[src/design/nmea_gga_position_parser_macros.svh]
// ----------------------------------------------------------------------------
// nmea gga position parser assertion macros
// concurrent assertion wrappers clocked on clock, disabled during reset
// ----------------------------------------------------------------------------
`ifndef NMEA_GGA_POSITION_PARSER_MACROS_SVH
`define NMEA_GGA_POSITION_PARSER_MACROS_SVH

// same-cycle implication
`define NGGA_ASSERT_NOW(label, ante, cons, msg) \
   label: assert property (@(posedge clock) disable iff (reset) (ante) |-> (cons)) \
      else $error(msg);

// next-cycle implication
`define NGGA_ASSERT_NEXT(label, ante, cons, msg) \
   label: assert property (@(posedge clock) disable iff (reset) (ante) |=> (cons)) \
      else $error(msg);

`endif

[src/design/ngga_pkg.sv]
// ----------------------------------------------------------------------------
// ngga_pkg
// shared types, character codes and arithmetic constants of the gga parser
// ----------------------------------------------------------------------------
`timescale 1ns / 1ps

package ngga_pkg;

   localparam int FracDigitsDefault = 5;

   localparam int AccWidth  = 20;
   localparam int LatWidth  = 31;
   localparam int LonWidth  = 32;
   localparam int AltWidth  = 25;
   localparam int SatWidth  = 7;
   localparam int DegWidth  = 14;
   localparam int MinWidth  = 7;
   localparam int TermWidth = 25;
   localparam int AltfWidth = 7;
   localparam int MagWidth  = 37;
   localparam int CmWidth   = 27;

   localparam logic [AccWidth-1:0] AccMax = '1;

   localparam logic [7:0] CharCr    = 8'h0d;
   localparam logic [7:0] CharLf    = 8'h0a;
   localparam logic [7:0] CharComma = 8'h2c;
   localparam logic [7:0] CharPoint = 8'h2e;
   localparam logic [7:0] CharMinus = 8'h2d;
   localparam logic [7:0] CharPlus  = 8'h2b;
   localparam logic [7:0] CharZero  = 8'h30;
   localparam logic [7:0] CharNine  = 8'h39;
   localparam logic [7:0] CharSouth = 8'h53;
   localparam logic [7:0] CharWest  = 8'h57;

   localparam logic [2:0] HeaderLen = 3'd6;

   localparam logic [3:0] FieldLat     = 4'd2;
   localparam logic [3:0] FieldLatHemi = 4'd3;
   localparam logic [3:0] FieldLon     = 4'd4;
   localparam logic [3:0] FieldLonHemi = 4'd5;
   localparam logic [3:0] FieldFix     = 4'd6;
   localparam logic [3:0] FieldSats    = 4'd7;
   localparam logic [3:0] FieldAlt     = 4'd9;
   localparam logic [3:0] FieldMax     = 4'd15;

   localparam longint TenMillion = 64'd10000000;
   localparam longint LatLimit   = 64'd900000000;
   localparam longint LonLimit   = 64'd1800000000;
   localparam longint AltHigh    = 64'd10000000;
   localparam longint AltLowMag  = 64'd1000000;
   localparam logic [SatWidth-1:0] SatMax = 7'd99;

   typedef enum logic [3:0] {
      EV_NONE,
      EV_LAT,
      EV_LON,
      EV_NEG_LAT,
      EV_NEG_LON,
      EV_FIX,
      EV_SATS,
      EV_ALT,
      EV_EMIT
   } ngga_kind_type;

   typedef struct packed {
      ngga_kind_type kind;
      logic          minus;
   } ngga_event_type;

   function automatic longint pow10(input int n);
      longint r;
      r = 1;
      for (int i = 0; i < 8; i++) begin
         if (i < n) begin
            r = r * 10;
         end
      end
      return r;
   endfunction

   function automatic logic [7:0] header_char(input logic [2:0] pos);
      logic [7:0] c;
      case (pos)
         3'd0:    c = 8'h24;
         3'd1:    c = 8'h47;
         3'd2:    c = 8'h50;
         3'd3:    c = 8'h47;
         3'd4:    c = 8'h47;
         3'd5:    c = 8'h41;
         default: c = 8'h00;
      endcase
      return c;
   endfunction

endpackage

[src/design/ngga_req_if.sv]
// ----------------------------------------------------------------------------
// ngga_req_if
// request channel carrying one received byte per request
// ----------------------------------------------------------------------------
`timescale 1ns / 1ps

interface ngga_req_if;
   logic       valid;
   logic       ready;
   logic [7:0] rx_byte;

   modport source (output valid, output rx_byte, input ready);
   modport sink (input valid, input rx_byte, output ready);
endinterface

[src/design/ngga_rsp_if.sv]
// ----------------------------------------------------------------------------
// ngga_rsp_if
// response channel carrying one position report
// ----------------------------------------------------------------------------
`timescale 1ns / 1ps

interface ngga_rsp_if;
   import ngga_pkg::*;

   logic                       valid;
   logic                       ready;
   logic signed [LatWidth-1:0] latitude;
   logic signed [LonWidth-1:0] longitude;
   logic signed [AltWidth-1:0] altitude_cm;
   logic [SatWidth-1:0]        satellites;
   logic                       has_fix;

   modport source (output valid, output latitude, output longitude, output altitude_cm,
                   output satellites, output has_fix, input ready);
   modport sink (input valid, input latitude, input longitude, input altitude_cm,
                 input satellites, input has_fix, output ready);
endinterface

[src/design/ngga_front.sv]
// ----------------------------------------------------------------------------
// ngga_front
// byte scanner: header match, field split, number accumulation, field events
// ----------------------------------------------------------------------------
`timescale 1ns / 1ps

module ngga_front #(
   parameter int FRAC_DIGITS = ngga_pkg::FracDigitsDefault,
   localparam int FracWidth = $clog2(ngga_pkg::pow10(FRAC_DIGITS))
) (
   input  logic                           clock,
   input  logic                           reset,
   input  logic                           advance,
   input  logic                           accept,
   input  logic [7:0]                     rx_byte,
   output ngga_pkg::ngga_event_type       ev_out,
   output logic [ngga_pkg::AccWidth-1:0]  int_out,
   output logic [FracWidth-1:0]           frac_out,
   output logic [2:0]                     count_out
);
   import ngga_pkg::*;

   localparam int FracMacWidth = FracWidth + 4;
   localparam int IntMacWidth  = AccWidth + 4;
   localparam logic [2:0] FracCount = 3'(FRAC_DIGITS);

   logic [2:0]             hdr_pos_ff, hdr_pos_in;
   logic                   hdr_bad_ff, hdr_bad_in;
   logic [3:0]             field_ff, field_in;
   logic [AccWidth-1:0]    int_ff, int_in;
   logic [FracWidth-1:0]   frac_ff, frac_in;
   logic [2:0]             count_ff, count_in;
   logic                   point_ff, point_in;
   logic                   stop_ff, stop_in;
   logic                   minus_ff, minus_in;
   logic                   nonempty_ff, nonempty_in;
   logic                   lat_fresh_ff, lat_fresh_in;
   logic                   lon_fresh_ff, lon_fresh_in;
   ngga_event_type         ev_ff, ev_in;
   logic [AccWidth-1:0]    int_ev_ff;
   logic [FracWidth-1:0]   frac_ev_ff;
   logic [2:0]             count_ev_ff;

   ngga_kind_type          kind;
   logic                   matched;
   logic                   is_digit;
   logic [3:0]             digit;
   logic [IntMacWidth-1:0] int_mac;
   logic [FracMacWidth-1:0] frac_mac;

   assign matched  = (hdr_pos_ff == HeaderLen) && !hdr_bad_ff;
   assign is_digit = (rx_byte >= CharZero) && (rx_byte <= CharNine);
   assign digit    = 4'(rx_byte - CharZero);
   assign int_mac  = IntMacWidth'(int_ff) * IntMacWidth'(10) + IntMacWidth'(digit);
   assign frac_mac = FracMacWidth'(frac_ff) * FracMacWidth'(10) + FracMacWidth'(digit);

   always_comb begin
      hdr_pos_in   = hdr_pos_ff;
      hdr_bad_in   = hdr_bad_ff;
      field_in     = field_ff;
      int_in       = int_ff;
      frac_in      = frac_ff;
      count_in     = count_ff;
      point_in     = point_ff;
      stop_in      = stop_ff;
      minus_in     = minus_ff;
      nonempty_in  = nonempty_ff;
      lat_fresh_in = lat_fresh_ff;
      lon_fresh_in = lon_fresh_ff;
      kind         = EV_NONE;

      if (accept && (rx_byte != CharCr)) begin
         if (rx_byte == CharLf) begin
            if (matched) begin
               kind = EV_EMIT;
            end
            hdr_pos_in   = '0;
            hdr_bad_in   = 1'b0;
            field_in     = '0;
            int_in       = '0;
            frac_in      = '0;
            count_in     = '0;
            point_in     = 1'b0;
            stop_in      = 1'b0;
            minus_in     = 1'b0;
            nonempty_in  = 1'b0;
            lat_fresh_in = 1'b0;
            lon_fresh_in = 1'b0;
         end else begin
            if ((hdr_pos_ff < HeaderLen) && !hdr_bad_ff) begin
               if (rx_byte == header_char(hdr_pos_ff)) begin
                  hdr_pos_in = hdr_pos_ff + 3'd1;
               end else begin
                  hdr_bad_in = 1'b1;
               end
            end
            if (rx_byte == CharComma) begin
               if (matched) begin
                  case (field_ff)
                     FieldLat: begin
                        if (nonempty_ff) begin
                           kind         = EV_LAT;
                           lat_fresh_in = 1'b1;
                        end
                     end
                     FieldLatHemi: begin
                        if (nonempty_ff && (int_ff == AccWidth'(CharSouth)) && lat_fresh_ff) begin
                           kind = EV_NEG_LAT;
                        end
                     end
                     FieldLon: begin
                        if (nonempty_ff) begin
                           kind         = EV_LON;
                           lon_fresh_in = 1'b1;
                        end
                     end
                     FieldLonHemi: begin
                        if (nonempty_ff && (int_ff == AccWidth'(CharWest)) && lon_fresh_ff) begin
                           kind = EV_NEG_LON;
                        end
                     end
                     FieldFix: begin
                        if (nonempty_ff) begin
                           kind = EV_FIX;
                        end
                     end
                     FieldSats: begin
                        if (nonempty_ff) begin
                           kind = EV_SATS;
                        end
                     end
                     FieldAlt: begin
                        if (nonempty_ff) begin
                           kind = EV_ALT;
                        end
                     end
                     default: begin
                        kind = EV_NONE;
                     end
                  endcase
               end
               if (field_ff != FieldMax) begin
                  field_in = field_ff + 4'd1;
               end
               int_in      = '0;
               frac_in     = '0;
               count_in    = '0;
               point_in    = 1'b0;
               stop_in     = 1'b0;
               minus_in    = 1'b0;
               nonempty_in = 1'b0;
            end else if ((field_ff == FieldLatHemi) || (field_ff == FieldLonHemi)) begin
               int_in      = nonempty_ff ? AccMax : AccWidth'(rx_byte);
               nonempty_in = 1'b1;
            end else begin
               if (is_digit) begin
                  if (!point_ff && !stop_ff) begin
                     int_in = (int_mac > IntMacWidth'(AccMax)) ? AccMax
                                                               : int_mac[AccWidth-1:0];
                  end else if (point_ff && !stop_ff && (count_ff < FracCount)) begin
                     frac_in  = frac_mac[FracWidth-1:0];
                     count_in = count_ff + 3'd1;
                  end
               end else if ((rx_byte == CharPoint) && !point_ff && !stop_ff) begin
                  point_in = 1'b1;
               end else if ((rx_byte == CharMinus) && !nonempty_ff) begin
                  minus_in = 1'b1;
               end else if (!((rx_byte == CharPlus) && !nonempty_ff)) begin
                  stop_in = 1'b1;
               end
               nonempty_in = 1'b1;
            end
         end
      end

      ev_in.kind  = kind;
      ev_in.minus = minus_ff;
   end

   always_ff @(posedge clock) begin
      if (reset) begin
         hdr_pos_ff   <= '0;
         hdr_bad_ff   <= 1'b0;
         field_ff     <= '0;
         int_ff       <= '0;
         frac_ff      <= '0;
         count_ff     <= '0;
         point_ff     <= 1'b0;
         stop_ff      <= 1'b0;
         minus_ff     <= 1'b0;
         nonempty_ff  <= 1'b0;
         lat_fresh_ff <= 1'b0;
         lon_fresh_ff <= 1'b0;
         ev_ff        <= '{kind: EV_NONE, minus: 1'b0};
      end else begin
         hdr_pos_ff   <= hdr_pos_in;
         hdr_bad_ff   <= hdr_bad_in;
         field_ff     <= field_in;
         int_ff       <= int_in;
         frac_ff      <= frac_in;
         count_ff     <= count_in;
         point_ff     <= point_in;
         stop_ff      <= stop_in;
         minus_ff     <= minus_in;
         nonempty_ff  <= nonempty_in;
         lat_fresh_ff <= lat_fresh_in;
         lon_fresh_ff <= lon_fresh_in;
         if (advance) begin
            ev_ff <= ev_in;
         end
      end
   end

   always_ff @(posedge clock) begin
      if (advance) begin
         int_ev_ff   <= int_ff;
         frac_ev_ff  <= frac_ff;
         count_ev_ff <= count_ff;
      end
   end

   assign ev_out    = ev_ff;
   assign int_out   = int_ev_ff;
   assign frac_out  = frac_ev_ff;
   assign count_out = count_ev_ff;

endmodule

[src/design/ngga_calc.sv]
// ----------------------------------------------------------------------------
// ngga_calc
// six-stage fixed point pipeline: fraction scaling, degree/minute split,
// minutes to degree rounding, centimetre rounding, final sums
// ----------------------------------------------------------------------------
`timescale 1ns / 1ps

module ngga_calc #(
   parameter int FRAC_DIGITS = ngga_pkg::FracDigitsDefault,
   localparam int FracWidth = $clog2(ngga_pkg::pow10(FRAC_DIGITS))
) (
   input  logic                           clock,
   input  logic                           reset,
   input  logic                           advance,
   input  ngga_pkg::ngga_event_type       ev_in,
   input  logic [ngga_pkg::AccWidth-1:0]  int_in,
   input  logic [FracWidth-1:0]           frac_in,
   input  logic [2:0]                     count_in,
   output ngga_pkg::ngga_event_type       ev_out,
   output logic [ngga_pkg::AccWidth-1:0]  int_out,
   output logic [ngga_pkg::MagWidth-1:0]  mag_out,
   output logic [ngga_pkg::CmWidth-1:0]   cm_out
);
   import ngga_pkg::*;

   localparam longint FracScale  = pow10(FRAC_DIGITS);
   localparam longint MinScale   = pow10(7 - FRAC_DIGITS);
   localparam int     ScaleWidth = FracWidth + 1;

   localparam longint R100       = (longint'(1) << AccWidth) / 100;
   localparam int     R100Width  = $clog2(R100 + 1);

   localparam int     V60Width   = 30;
   localparam longint R60        = (longint'(1) << V60Width) / 60;
   localparam int     R60Width   = $clog2(R60 + 1);

   localparam int     ValtWidth  = $clog2(100 * FracScale + FracScale / 2 + 1);
   localparam longint RAlt       = (longint'(1) << ValtWidth) / FracScale;
   localparam int     RAltWidth  = $clog2(RAlt + 1);

   // stage 1
   logic [ScaleWidth-1:0]             scale;
   logic [FracWidth+ScaleWidth-1:0]   fn_prod;
   logic [AccWidth+R100Width-1:0]     q100_prod;
   ngga_event_type                    ev1_ff;
   logic [AccWidth-1:0]               int1_ff;
   logic [DegWidth-1:0]               q100_1_ff;
   logic [FracWidth-1:0]              fn1_ff;

   // stage 2
   logic [AccWidth:0]                 rem100;
   logic [DegWidth-1:0]               deg_in;
   logic [MinWidth-1:0]               min_in;
   ngga_event_type                    ev2_ff;
   logic [AccWidth-1:0]               int2_ff;
   logic [DegWidth-1:0]               deg2_ff;
   logic [MinWidth-1:0]               min2_ff;
   logic [FracWidth-1:0]              fn2_ff;

   // stage 3
   ngga_event_type                    ev3_ff;
   logic [AccWidth-1:0]               int3_ff;
   logic [DegWidth-1:0]               deg3_ff;
   logic [V60Width-1:0]               v60_3_ff;
   logic [ValtWidth-1:0]              valt3_ff;

   // stage 4
   logic [V60Width+R60Width-1:0]      q60_prod;
   logic [ValtWidth+RAltWidth-1:0]    qalt_prod;
   ngga_event_type                    ev4_ff;
   logic [AccWidth-1:0]               int4_ff;
   logic [DegWidth-1:0]               deg4_ff;
   logic [V60Width-1:0]               v60_4_ff;
   logic [ValtWidth-1:0]              valt4_ff;
   logic [TermWidth-1:0]              q60_4_ff;
   logic [AltfWidth-1:0]              qalt4_ff;

   // stage 5
   logic [V60Width-1:0]               rem60;
   logic [ValtWidth-1:0]              remalt;
   ngga_event_type                    ev5_ff;
   logic [AccWidth-1:0]               int5_ff;
   logic [DegWidth-1:0]               deg5_ff;
   logic [TermWidth-1:0]              term5_ff;
   logic [AltfWidth-1:0]              altf5_ff;

   // stage 6
   ngga_event_type                    ev6_ff;
   logic [AccWidth-1:0]               int6_ff;
   logic [MagWidth-1:0]               mag6_ff;
   logic [CmWidth-1:0]                cm6_ff;

   // fraction normalized to full digit count
   always_comb begin
      case (count_in)
         3'd0:    scale = ScaleWidth'(pow10(FRAC_DIGITS));
         3'd1:    scale = ScaleWidth'(pow10(FRAC_DIGITS - 1));
         3'd2:    scale = ScaleWidth'(pow10(FRAC_DIGITS - 2));
         3'd3:    scale = ScaleWidth'(pow10(FRAC_DIGITS - 3));
         3'd4:    scale = ScaleWidth'(pow10(FRAC_DIGITS - 4));
         3'd5:    scale = ScaleWidth'(pow10(FRAC_DIGITS - 5));
         3'd6:    scale = ScaleWidth'(pow10(FRAC_DIGITS - 6));
         3'd7:    scale = ScaleWidth'(pow10(FRAC_DIGITS - 7));
         default: scale = ScaleWidth'(1);
      endcase
   end

   assign fn_prod   = (FracWidth + ScaleWidth)'(frac_in) * (FracWidth + ScaleWidth)'(scale);
   assign q100_prod = (AccWidth + R100Width)'(int_in) * (AccWidth + R100Width)'(R100);

   // quotient estimate is exact or one low
   assign rem100 = (AccWidth + 1)'(int1_ff) - (AccWidth + 1)'(longint'(q100_1_ff) * 100);

   always_comb begin
      if (rem100 >= (AccWidth + 1)'(100)) begin
         deg_in = q100_1_ff + DegWidth'(1);
         min_in = MinWidth'(rem100 - (AccWidth + 1)'(100));
      end else begin
         deg_in = q100_1_ff;
         min_in = MinWidth'(rem100);
      end
   end

   assign q60_prod  = (V60Width + R60Width)'(v60_3_ff) * (V60Width + R60Width)'(R60);
   assign qalt_prod = (ValtWidth + RAltWidth)'(valt3_ff) * (ValtWidth + RAltWidth)'(RAlt);

   assign rem60  = v60_4_ff - V60Width'(longint'(q60_4_ff) * 60);
   assign remalt = valt4_ff - ValtWidth'(longint'(qalt4_ff) * FracScale);

   always_ff @(posedge clock) begin
      if (reset) begin
         ev1_ff <= '{kind: EV_NONE, minus: 1'b0};
         ev2_ff <= '{kind: EV_NONE, minus: 1'b0};
         ev3_ff <= '{kind: EV_NONE, minus: 1'b0};
         ev4_ff <= '{kind: EV_NONE, minus: 1'b0};
         ev5_ff <= '{kind: EV_NONE, minus: 1'b0};
         ev6_ff <= '{kind: EV_NONE, minus: 1'b0};
      end else if (advance) begin
         ev1_ff <= ev_in;
         ev2_ff <= ev1_ff;
         ev3_ff <= ev2_ff;
         ev4_ff <= ev3_ff;
         ev5_ff <= ev4_ff;
         ev6_ff <= ev5_ff;
      end
   end

   always_ff @(posedge clock) begin
      if (advance) begin
         int1_ff   <= int_in;
         q100_1_ff <= q100_prod[AccWidth +: DegWidth];
         fn1_ff    <= fn_prod[FracWidth-1:0];

         int2_ff   <= int1_ff;
         deg2_ff   <= deg_in;
         min2_ff   <= min_in;
         fn2_ff    <= fn1_ff;

         int3_ff   <= int2_ff;
         deg3_ff   <= deg2_ff;
         v60_3_ff  <= V60Width'(longint'(min2_ff) * TenMillion
                               + longint'(fn2_ff) * MinScale + 30);
         valt3_ff  <= ValtWidth'(longint'(fn2_ff) * 100 + FracScale / 2);

         int4_ff   <= int3_ff;
         deg4_ff   <= deg3_ff;
         v60_4_ff  <= v60_3_ff;
         valt4_ff  <= valt3_ff;
         q60_4_ff  <= q60_prod[V60Width +: TermWidth];
         qalt4_ff  <= qalt_prod[ValtWidth +: AltfWidth];

         int5_ff   <= int4_ff;
         deg5_ff   <= deg4_ff;
         term5_ff  <= (rem60 >= V60Width'(60)) ? q60_4_ff + TermWidth'(1) : q60_4_ff;
         altf5_ff  <= (remalt >= ValtWidth'(FracScale)) ? qalt4_ff + AltfWidth'(1) : qalt4_ff;

         int6_ff   <= int5_ff;
         mag6_ff   <= MagWidth'(longint'(deg5_ff) * TenMillion + longint'(term5_ff));
         cm6_ff    <= CmWidth'(longint'(int5_ff) * 100 + longint'(altf5_ff));
      end
   end

   assign ev_out  = ev6_ff;
   assign int_out = int6_ff;
   assign mag_out = mag6_ff;
   assign cm_out  = cm6_ff;

endmodule

[src/design/ngga_hold.sv]
// ----------------------------------------------------------------------------
// ngga_hold
// held location registers, saturation and sign, response register
// ----------------------------------------------------------------------------
`timescale 1ns / 1ps

module ngga_hold (
   input  logic                           clock,
   input  logic                           reset,
   input  ngga_pkg::ngga_event_type       ev_in,
   input  logic [ngga_pkg::AccWidth-1:0]  int_in,
   input  logic [ngga_pkg::MagWidth-1:0]  mag_in,
   input  logic [ngga_pkg::CmWidth-1:0]   cm_in,
   output logic                           advance,
   ngga_rsp_if.source                     rsp_port
);
   import ngga_pkg::*;

   logic signed [LatWidth-1:0] lat_ff, lat_in;
   logic signed [LonWidth-1:0] lon_ff, lon_in;
   logic signed [AltWidth-1:0] alt_ff, alt_in;
   logic [SatWidth-1:0]        sat_ff, sat_in;
   logic                       fix_ff, fix_in;

   logic                       rsp_valid_ff, rsp_valid_in;
   logic signed [LatWidth-1:0] rsp_lat_ff, rsp_lat_in;
   logic signed [LonWidth-1:0] rsp_lon_ff, rsp_lon_in;
   logic signed [AltWidth-1:0] rsp_alt_ff, rsp_alt_in;
   logic [SatWidth-1:0]        rsp_sat_ff, rsp_sat_in;
   logic                       rsp_fix_ff, rsp_fix_in;

   logic [LatWidth-1:0]        lat_mag;
   logic [LonWidth-2:0]        lon_mag;
   logic [CmWidth-1:0]         alt_mag;

   assign advance = !((ev_in.kind == EV_EMIT) && rsp_valid_ff && !rsp_port.ready);

   assign lat_mag = (mag_in > MagWidth'(LatLimit)) ? LatWidth'(LatLimit)
                                                   : mag_in[LatWidth-1:0];
   assign lon_mag = (mag_in > MagWidth'(LonLimit)) ? (LonWidth - 1)'(LonLimit)
                                                   : mag_in[LonWidth-2:0];

   always_comb begin
      if (ev_in.minus) begin
         alt_mag = (cm_in > CmWidth'(AltLowMag)) ? CmWidth'(AltLowMag) : cm_in;
      end else begin
         alt_mag = (cm_in > CmWidth'(AltHigh)) ? CmWidth'(AltHigh) : cm_in;
      end
   end

   always_comb begin
      lat_in       = lat_ff;
      lon_in       = lon_ff;
      alt_in       = alt_ff;
      sat_in       = sat_ff;
      fix_in       = fix_ff;
      rsp_valid_in = rsp_valid_ff && !rsp_port.ready;
      rsp_lat_in   = rsp_lat_ff;
      rsp_lon_in   = rsp_lon_ff;
      rsp_alt_in   = rsp_alt_ff;
      rsp_sat_in   = rsp_sat_ff;
      rsp_fix_in   = rsp_fix_ff;
      if (advance) begin
         case (ev_in.kind)
            EV_LAT: begin
               lat_in = ev_in.minus ? LatWidth'(0) - lat_mag : lat_mag;
            end
            EV_LON: begin
               lon_in = ev_in.minus ? LonWidth'(0) - {1'b0, lon_mag} : {1'b0, lon_mag};
            end
            EV_NEG_LAT: begin
               lat_in = -lat_ff;
            end
            EV_NEG_LON: begin
               lon_in = -lon_ff;
            end
            EV_FIX: begin
               fix_in = !ev_in.minus && (int_in != '0);
            end
            EV_SATS: begin
               if (ev_in.minus) begin
                  sat_in = '0;
               end else if (int_in > AccWidth'(SatMax)) begin
                  sat_in = SatMax;
               end else begin
                  sat_in = int_in[SatWidth-1:0];
               end
            end
            EV_ALT: begin
               alt_in = ev_in.minus ? AltWidth'(0) - alt_mag[AltWidth-1:0]
                                    : alt_mag[AltWidth-1:0];
            end
            EV_EMIT: begin
               rsp_valid_in = 1'b1;
               rsp_lat_in   = lat_ff;
               rsp_lon_in   = lon_ff;
               rsp_alt_in   = alt_ff;
               rsp_sat_in   = sat_ff;
               rsp_fix_in   = fix_ff;
            end
            default: begin
               lat_in = lat_ff;
            end
         endcase
      end
   end

   always_ff @(posedge clock) begin
      if (reset) begin
         lat_ff       <= '0;
         lon_ff       <= '0;
         alt_ff       <= '0;
         sat_ff       <= '0;
         fix_ff       <= 1'b0;
         rsp_valid_ff <= 1'b0;
      end else begin
         lat_ff       <= lat_in;
         lon_ff       <= lon_in;
         alt_ff       <= alt_in;
         sat_ff       <= sat_in;
         fix_ff       <= fix_in;
         rsp_valid_ff <= rsp_valid_in;
      end
   end

   always_ff @(posedge clock) begin
      rsp_lat_ff <= rsp_lat_in;
      rsp_lon_ff <= rsp_lon_in;
      rsp_alt_ff <= rsp_alt_in;
      rsp_sat_ff <= rsp_sat_in;
      rsp_fix_ff <= rsp_fix_in;
   end

   assign rsp_port.valid       = rsp_valid_ff;
   assign rsp_port.latitude    = rsp_lat_ff;
   assign rsp_port.longitude   = rsp_lon_ff;
   assign rsp_port.altitude_cm = rsp_alt_ff;
   assign rsp_port.satellites  = rsp_sat_ff;
   assign rsp_port.has_fix     = rsp_fix_ff;

endmodule

[src/design/nmea_gga_position_parser.sv]
// ----------------------------------------------------------------------------
// nmea_gga_position_parser: one byte per request, one request per cycle when not
// stalled; a report passes the front event register, six calc stages and the
// response register; the pipeline stalls only while a report waits there and another
// is due; synchronous reset clears all line state and the held location to zero
// ----------------------------------------------------------------------------
`timescale 1ns / 1ps
`include "nmea_gga_position_parser_macros.svh"

module nmea_gga_position_parser #(
   parameter int FRAC_DIGITS = ngga_pkg::FracDigitsDefault
) (
   input  logic       clock,
   input  logic       reset,
   ngga_req_if.sink   req_port,
   ngga_rsp_if.source rsp_port
);
   import ngga_pkg::*;

   localparam int FracWidth = $clog2(pow10(FRAC_DIGITS));

   logic                  advance;
   logic                  accept;
   ngga_event_type        front_ev;
   logic [AccWidth-1:0]   front_int;
   logic [FracWidth-1:0]  front_frac;
   logic [2:0]            front_count;
   ngga_event_type        calc_ev;
   logic [AccWidth-1:0]   calc_int;
   logic [MagWidth-1:0]   calc_mag;
   logic [CmWidth-1:0]    calc_cm;

   assign req_port.ready = advance && !reset;
   assign accept         = req_port.valid && req_port.ready;

   ngga_front #(
      .FRAC_DIGITS (FRAC_DIGITS)
   ) u_front (
      .clock     (clock),
      .reset     (reset),
      .advance   (advance),
      .accept    (accept),
      .rx_byte   (req_port.rx_byte),
      .ev_out    (front_ev),
      .int_out   (front_int),
      .frac_out  (front_frac),
      .count_out (front_count)
   );

   ngga_calc #(
      .FRAC_DIGITS (FRAC_DIGITS)
   ) u_calc (
      .clock    (clock),
      .reset    (reset),
      .advance  (advance),
      .ev_in    (front_ev),
      .int_in   (front_int),
      .frac_in  (front_frac),
      .count_in (front_count),
      .ev_out   (calc_ev),
      .int_out  (calc_int),
      .mag_out  (calc_mag),
      .cm_out   (calc_cm)
   );

   ngga_hold u_hold (
      .clock    (clock),
      .reset    (reset),
      .ev_in    (calc_ev),
      .int_in   (calc_int),
      .mag_in   (calc_mag),
      .cm_in    (calc_cm),
      .advance  (advance),
      .rsp_port (rsp_port)
   );

   `NGGA_ASSERT_NOW(a_stall_cause, !advance, rsp_port.valid && !rsp_port.ready, "stall without blocked response")
   `NGGA_ASSERT_NOW(a_sats_range, rsp_port.valid, rsp_port.satellites <= SatMax, "satellites above limit")
   `NGGA_ASSERT_NEXT(a_cr_dropped, accept && (req_port.rx_byte == CharCr), front_ev.kind == EV_NONE, "carriage return made an event")
   `NGGA_ASSERT_NOW(a_rsp_source, $rose(rsp_port.valid), $past(calc_ev.kind == EV_EMIT), "response without emit event")

endmodule
[src/flat_wrapper.sv]
// flat-port wrapper written by rule: the top's interface ports become plain ports
module nmea_gga_position_parser_flat import ngga_pkg::*;
#(
   parameter int FRAC_DIGITS = ngga_pkg::FracDigitsDefault
)
  (clock, reset, req_port_valid, req_port_rx_byte, req_port_ready, rsp_port_valid, rsp_port_latitude, rsp_port_longitude, rsp_port_altitude_cm, rsp_port_satellites, rsp_port_has_fix, rsp_port_ready);
  ngga_req_if req_port_i ();
  ngga_rsp_if rsp_port_i ();
  input  logic clock;
  input  logic reset;
  input wire logic [$bits(req_port_i.valid)-1:0] req_port_valid;
  input wire logic [$bits(req_port_i.rx_byte)-1:0] req_port_rx_byte;
  output wire logic [$bits(req_port_i.ready)-1:0] req_port_ready;
  output wire logic [$bits(rsp_port_i.valid)-1:0] rsp_port_valid;
  output wire logic [$bits(rsp_port_i.latitude)-1:0] rsp_port_latitude;
  output wire logic [$bits(rsp_port_i.longitude)-1:0] rsp_port_longitude;
  output wire logic [$bits(rsp_port_i.altitude_cm)-1:0] rsp_port_altitude_cm;
  output wire logic [$bits(rsp_port_i.satellites)-1:0] rsp_port_satellites;
  output wire logic [$bits(rsp_port_i.has_fix)-1:0] rsp_port_has_fix;
  input wire logic [$bits(rsp_port_i.ready)-1:0] rsp_port_ready;
  assign req_port_i.valid = req_port_valid;
  assign req_port_i.rx_byte = req_port_rx_byte;
  assign req_port_ready = req_port_i.ready;
  assign rsp_port_valid = rsp_port_i.valid;
  assign rsp_port_latitude = rsp_port_i.latitude;
  assign rsp_port_longitude = rsp_port_i.longitude;
  assign rsp_port_altitude_cm = rsp_port_i.altitude_cm;
  assign rsp_port_satellites = rsp_port_i.satellites;
  assign rsp_port_has_fix = rsp_port_i.has_fix;
  assign rsp_port_i.ready = rsp_port_ready;
  nmea_gga_position_parser #(.FRAC_DIGITS(FRAC_DIGITS)) u_core (.clock(clock), .reset(reset), .req_port(req_port_i), .rsp_port(rsp_port_i));
endmodule
[config.mk]
export PLATFORM = sky130hd
export DESIGN_NAME = nmea_gga_position_parser_flat
export DESIGN_NICKNAME = d
export VERILOG_FILES = /design/src/design/ngga_pkg.sv /design/src/design/ngga_req_if.sv /design/src/design/ngga_rsp_if.sv /design/src/design/ngga_front.sv /design/src/design/ngga_calc.sv /design/src/design/ngga_hold.sv /design/src/design/nmea_gga_position_parser.sv /design/src/flat_wrapper.sv
export VERILOG_INCLUDE_DIRS = /design/src /design/src/design
export SDC_FILE = /design/constraint.sdc
export NUM_CORES = 2
export LEC_CHECK = 0
export ABC_CLOCK_PERIOD_IN_PS = 19300
export BUFFER_PORTS_ARGS = -buffer_cell sky130_fd_sc_hd__buf_4
export CAP_MARGIN = 10
export CORE_ASPECT_RATIO = 0.9
export CORE_MARGIN = 1.5
export CORE_UTILIZATION = 50
export DETAILED_ROUTE_END_ITERATION = 8
export PLACE_DENSITY = 0.72
export SYNTH_ARGS = -nofsm -noshare
export SYNTH_HDL_FRONTEND = slang
export SYNTH_SLANG_ARGS = --single-unit
[constraint.sdc]
create_clock -name clock -period 19.3 [get_ports clock]
set_clock_uncertainty 0.1 [all_clocks]
set_input_delay 3.86 -clock clock [delete_from_list [all_inputs] [get_ports clock]]
set_output_delay 3.86 -clock clock [all_outputs]
set_load 0.01 [all_outputs]
==> flow_metrics.tcl <==
set metrics [dict create \
    status "completed" \
    p_comb_frac 0.494 \
    fin_ws_ns 10.36 \
    cp-end-kind "primary output" \
    rows 131 \
    fin_tns_setup_ns 0 \
    placed_area_sq_um 74100 \
    ys_seq_elements 788 \
    syn_nets 8752 \
    clk_latency_ns 0.67 \
    syn_to_final_growth_pct 7.62 \
    tritoncts "built" \
    rr_worst_depth 26 \
    dieHeight_microns 361 \
    design_area_sq_um 76800 \
    htreeDepth 3 \
    whs_endpoint "u_core.u_calc.deg5_ff[1]" \
    fin_crit_sh 0.463 \
    grt_pass1_vias 50591 \
    reg2reg_from "u_core.u_calc.q60_4_ff[0]" \
    r2r-end "u_core.u_calc.term5_ff[12]" \
    antenna_found_initial 2 \
    ant_nets 0 \
    drt_iter0_drc 3717 \
    swShare 0.412 \
    drt-wirelength-per-cell_microns 18.0 \
    maxCapViolations 0 \
    final_max_slew_viol_count 0 \
    path_cells "buf_4 > nand2b_1 > nor2_4 > buf_4 > nor2_1 > buf_4" \
    p_int_mw 4.26 \
    nets 8801 \
    worst_slew_pin_slew_ns 1.15 \
    grt_max_degree 191 \
    ys_async_sr_fraction 0 \
    syn-cell-area_sq_um 71400 \
    dieWidth_microns 401 \
    cts_hold_buf 0 \
    cp_slowest_cell "buf_4" \
    cp_top_family "buffers and inverters" \
    synth_seq_area_share 0.304 \
    final_cell_mix "1,123 x ha_1, 1,058 x inv_1, 590 x edfxtp_1, 499 x fa_1, 475 x nand2_1" \
    holdPathStages 0 \
    setup_viol 0 \
    power_mw 7.24 \
    start_util 0.504 \
    maxSlewHeadroom 0.228 \
    grt_pass1_wl_mm 267 \
    mostFrequentLayoutCell "ha_1" \
    synth_ff_type "edfxtp_1" \
    core-area_sq_um 142000 \
    yosysWarnings 0 \
    synth_cell_type_count 101 \
    worst_path_most_repeated_cell "buf_4" \
    postSynthCellCount 7118 \
    fmax_mhz 112 \
    power.share.clock 0.224 \
    first_pass_iters 8 \
    routabilityCongestion 0.925 \
    drc 0 \
    track_usage 0.227 \
    num_vias 51197 \
    r2r_slack_ns 11.05 \
    postCtsSetupBuffers 0 \
    cts_root_buffer "clkbuf_16" \
    vias_per_cell 5.63 \
    numCtsBuffers 81 \
    seq_power_share 0.282 \
    cts_max_path_buffers 3 \
    period_minus_slack_ns 8.94 \
    synth-edff-count 590 \
    powerDensity_nw_per_um2 94.2 \
    portBuffers 109 \
    dp_worst_setup_slack_ns 10.36 \
    clock-sinks 788 \
    dp_hpwl_mm 130 \
    syn_avg_cell_area_sq_um 10.0 \
    fillers 12243 \
    cts_resized 0 \
    cp_max_fo 39 \
    max_stage_delay_ns 0.41 \
    cp-start-kind "input port" \
    drt_wl_total_mm 164 \
    crit_type "in -> out" \
    critPathBufInv 3 \
    p_leak_nw 38.2 \
    grt_setup_unrepaired "false" \
    power_switching_mw 2.98 \
    peakVddDrop_mv 0.221 \
    critPathArrivalTime_ns 4.98 \
    die_area_sq_um 145000 \
    cp.required_ns 15.34 \
    grt_overflow 0 \
    clk_pin_slew_ns 0.06 \
    drive_above_1_share 0.0474 \
    min_path_type "reg -> reg" \
    hold_viol 0 \
    hp-start "u_core.u_calc.deg4_ff[1]" \
    pin_count 110 \
    path_depth 6 \
]
## final cells by class
type	instances	area (sq um)	area share
Multi-Input combinational cell	5106	45100	0.587
Sequential cell	788	21700	0.282
Inverter	1060	3990	0.0519
Tap cell	1862	2330	0.0303
Clock buffer	102	2240	0.0291
Timing Repair Buffer	130	988	0.0129
Clock inverter	44	479	0.00624
Antenna cell	2	5.00	0.0000651
## worst max-delay path by stage
stage	from	endpoint	slack, ns
final	rsp_port_ready	req_port_ready	10.36
after global placement	rsp_port_ready	req_port_ready	10.37
after floorplan	rsp_port_ready	u_core.u_calc.altf5_ff[0]	0.51
after CTS	rsp_port_ready	req_port_ready	10.35
after global routing	rsp_port_ready	req_port_ready	10.25
after detailed placement	rsp_port_ready	req_port_ready	10.36
## per-stage QoR
step                       util  std cells  hold WS (ns)
after global placement    0.523       8946         0.301
final                     0.542       9094         0.297
after detailed placement  0.523       8946         0.305
after CTS                 0.542       9092         0.297
after global routing      0.542       9093         0.307
after floorplan               -       7118         0.300
## cell usage after synthesis (59+ instances only)
| library cell | n | area (sq um) |
|---|---|---|
| nor3_1 | 152 | 761 |
| o21ai_0 | 219 | 1100 |
| nor2_1 | 413 | 1550 |
| a21oi_1 | 396 | 1980 |
| dfxtp_1 | 198 | 3960 |
| xor2_1 | 137 | 1200 |
| nand3_1 | 126 | 631 |
| o21a_1 | 59 | 443 |
| nand2_1 | 475 | 1780 |
| fa_1 | 499 | 9990 |
| nand4_1 | 61 | 382 |
| clkbuf_1 | 138 | 518 |
| nand2b_1 | 62 | 388 |
| edfxtp_1 | 590 | 17700 |
| and2_1 | 88 | 551 |
| xnor2_1 | 299 | 2620 |
| a21o_1 | 106 | 796 |
| ha_1 | 1123 | 14100 |
| inv_1 | 1059 | 3980 |
## sequential cells by signal (all words and copies together) (netlist names), 19 cells and up
| register | flops |
|---|---|
| u_core.u_calc.valt4_ff | 19 |
| u_core.u_hold.alt_ff | 25 |
| u_core.u_calc.v60_3_ff | 28 |
| u_core.u_calc.int1_ff | 20 |
| u_core.u_hold.lat_ff | 31 |
| u_core.u_calc.int3_ff | 20 |
| u_core.u_calc.int4_ff | 20 |
| u_core.u_calc.mag_out | 37 |
| u_core.u_front.int_ff | 20 |
| u_core.u_calc.int_out | 20 |
| u_core.u_calc.cm_out | 27 |
| u_core.u_calc.int2_ff | 20 |
| u_core.u_hold.lon_ff | 32 |
| u_core.u_front.int_out | 20 |
| u_core.u_hold.rsp_port.latitude | 31 |
| u_core.u_calc.valt3_ff | 22 |
| u_core.u_hold.rsp_port.longitude | 32 |
| u_core.u_calc.int5_ff | 20 |
| u_core.u_calc.v60_4_ff | 28 |
| u_core.u_hold.rsp_port.altitude_cm | 25 |
| u_core.u_calc.term5_ff | 25 |
| u_core.u_calc.q60_4_ff | 25 |
## layer usage
metal | GRT usage | vias to the layer above | wire length, microns
met4 | 0.0650 | 0 | 4500
met2 | 0.380 | 1224 | 77500
li1 | - | 24884 | -
met1 | 0.310 | 24841 | 74600
met5 | 0 | - | 0
met3 | 0.0240 | 248 | 7180
## cell families after synthesis
logic type / after synthesis / synth area share
fa+ha+maj: 1622 / 0.337
buf+inv: 1224 / 0.0647
compound gates: 1296 / 0.117
simple gates: 1724 / 0.120
flops: 788 / 0.304
mux: 28 / 0.00400
xor+xnor: 436 / 0.0535
## power by group through the flow
stage / logic (mW) / registers, mW / clock network [mW]
finish: 3.57 / 2.04 / 1.62
global route: 3.97 / 2.05 / 1.71
global placement: 3.47 / 2.08 / 0
CTS: 3.54 / 2.04 / 1.65
detailed placement: 3.50 / 2.08 / 0
floorplan: 2.67 / 1.99 / 0
Power figures use the tool's default switching activity.
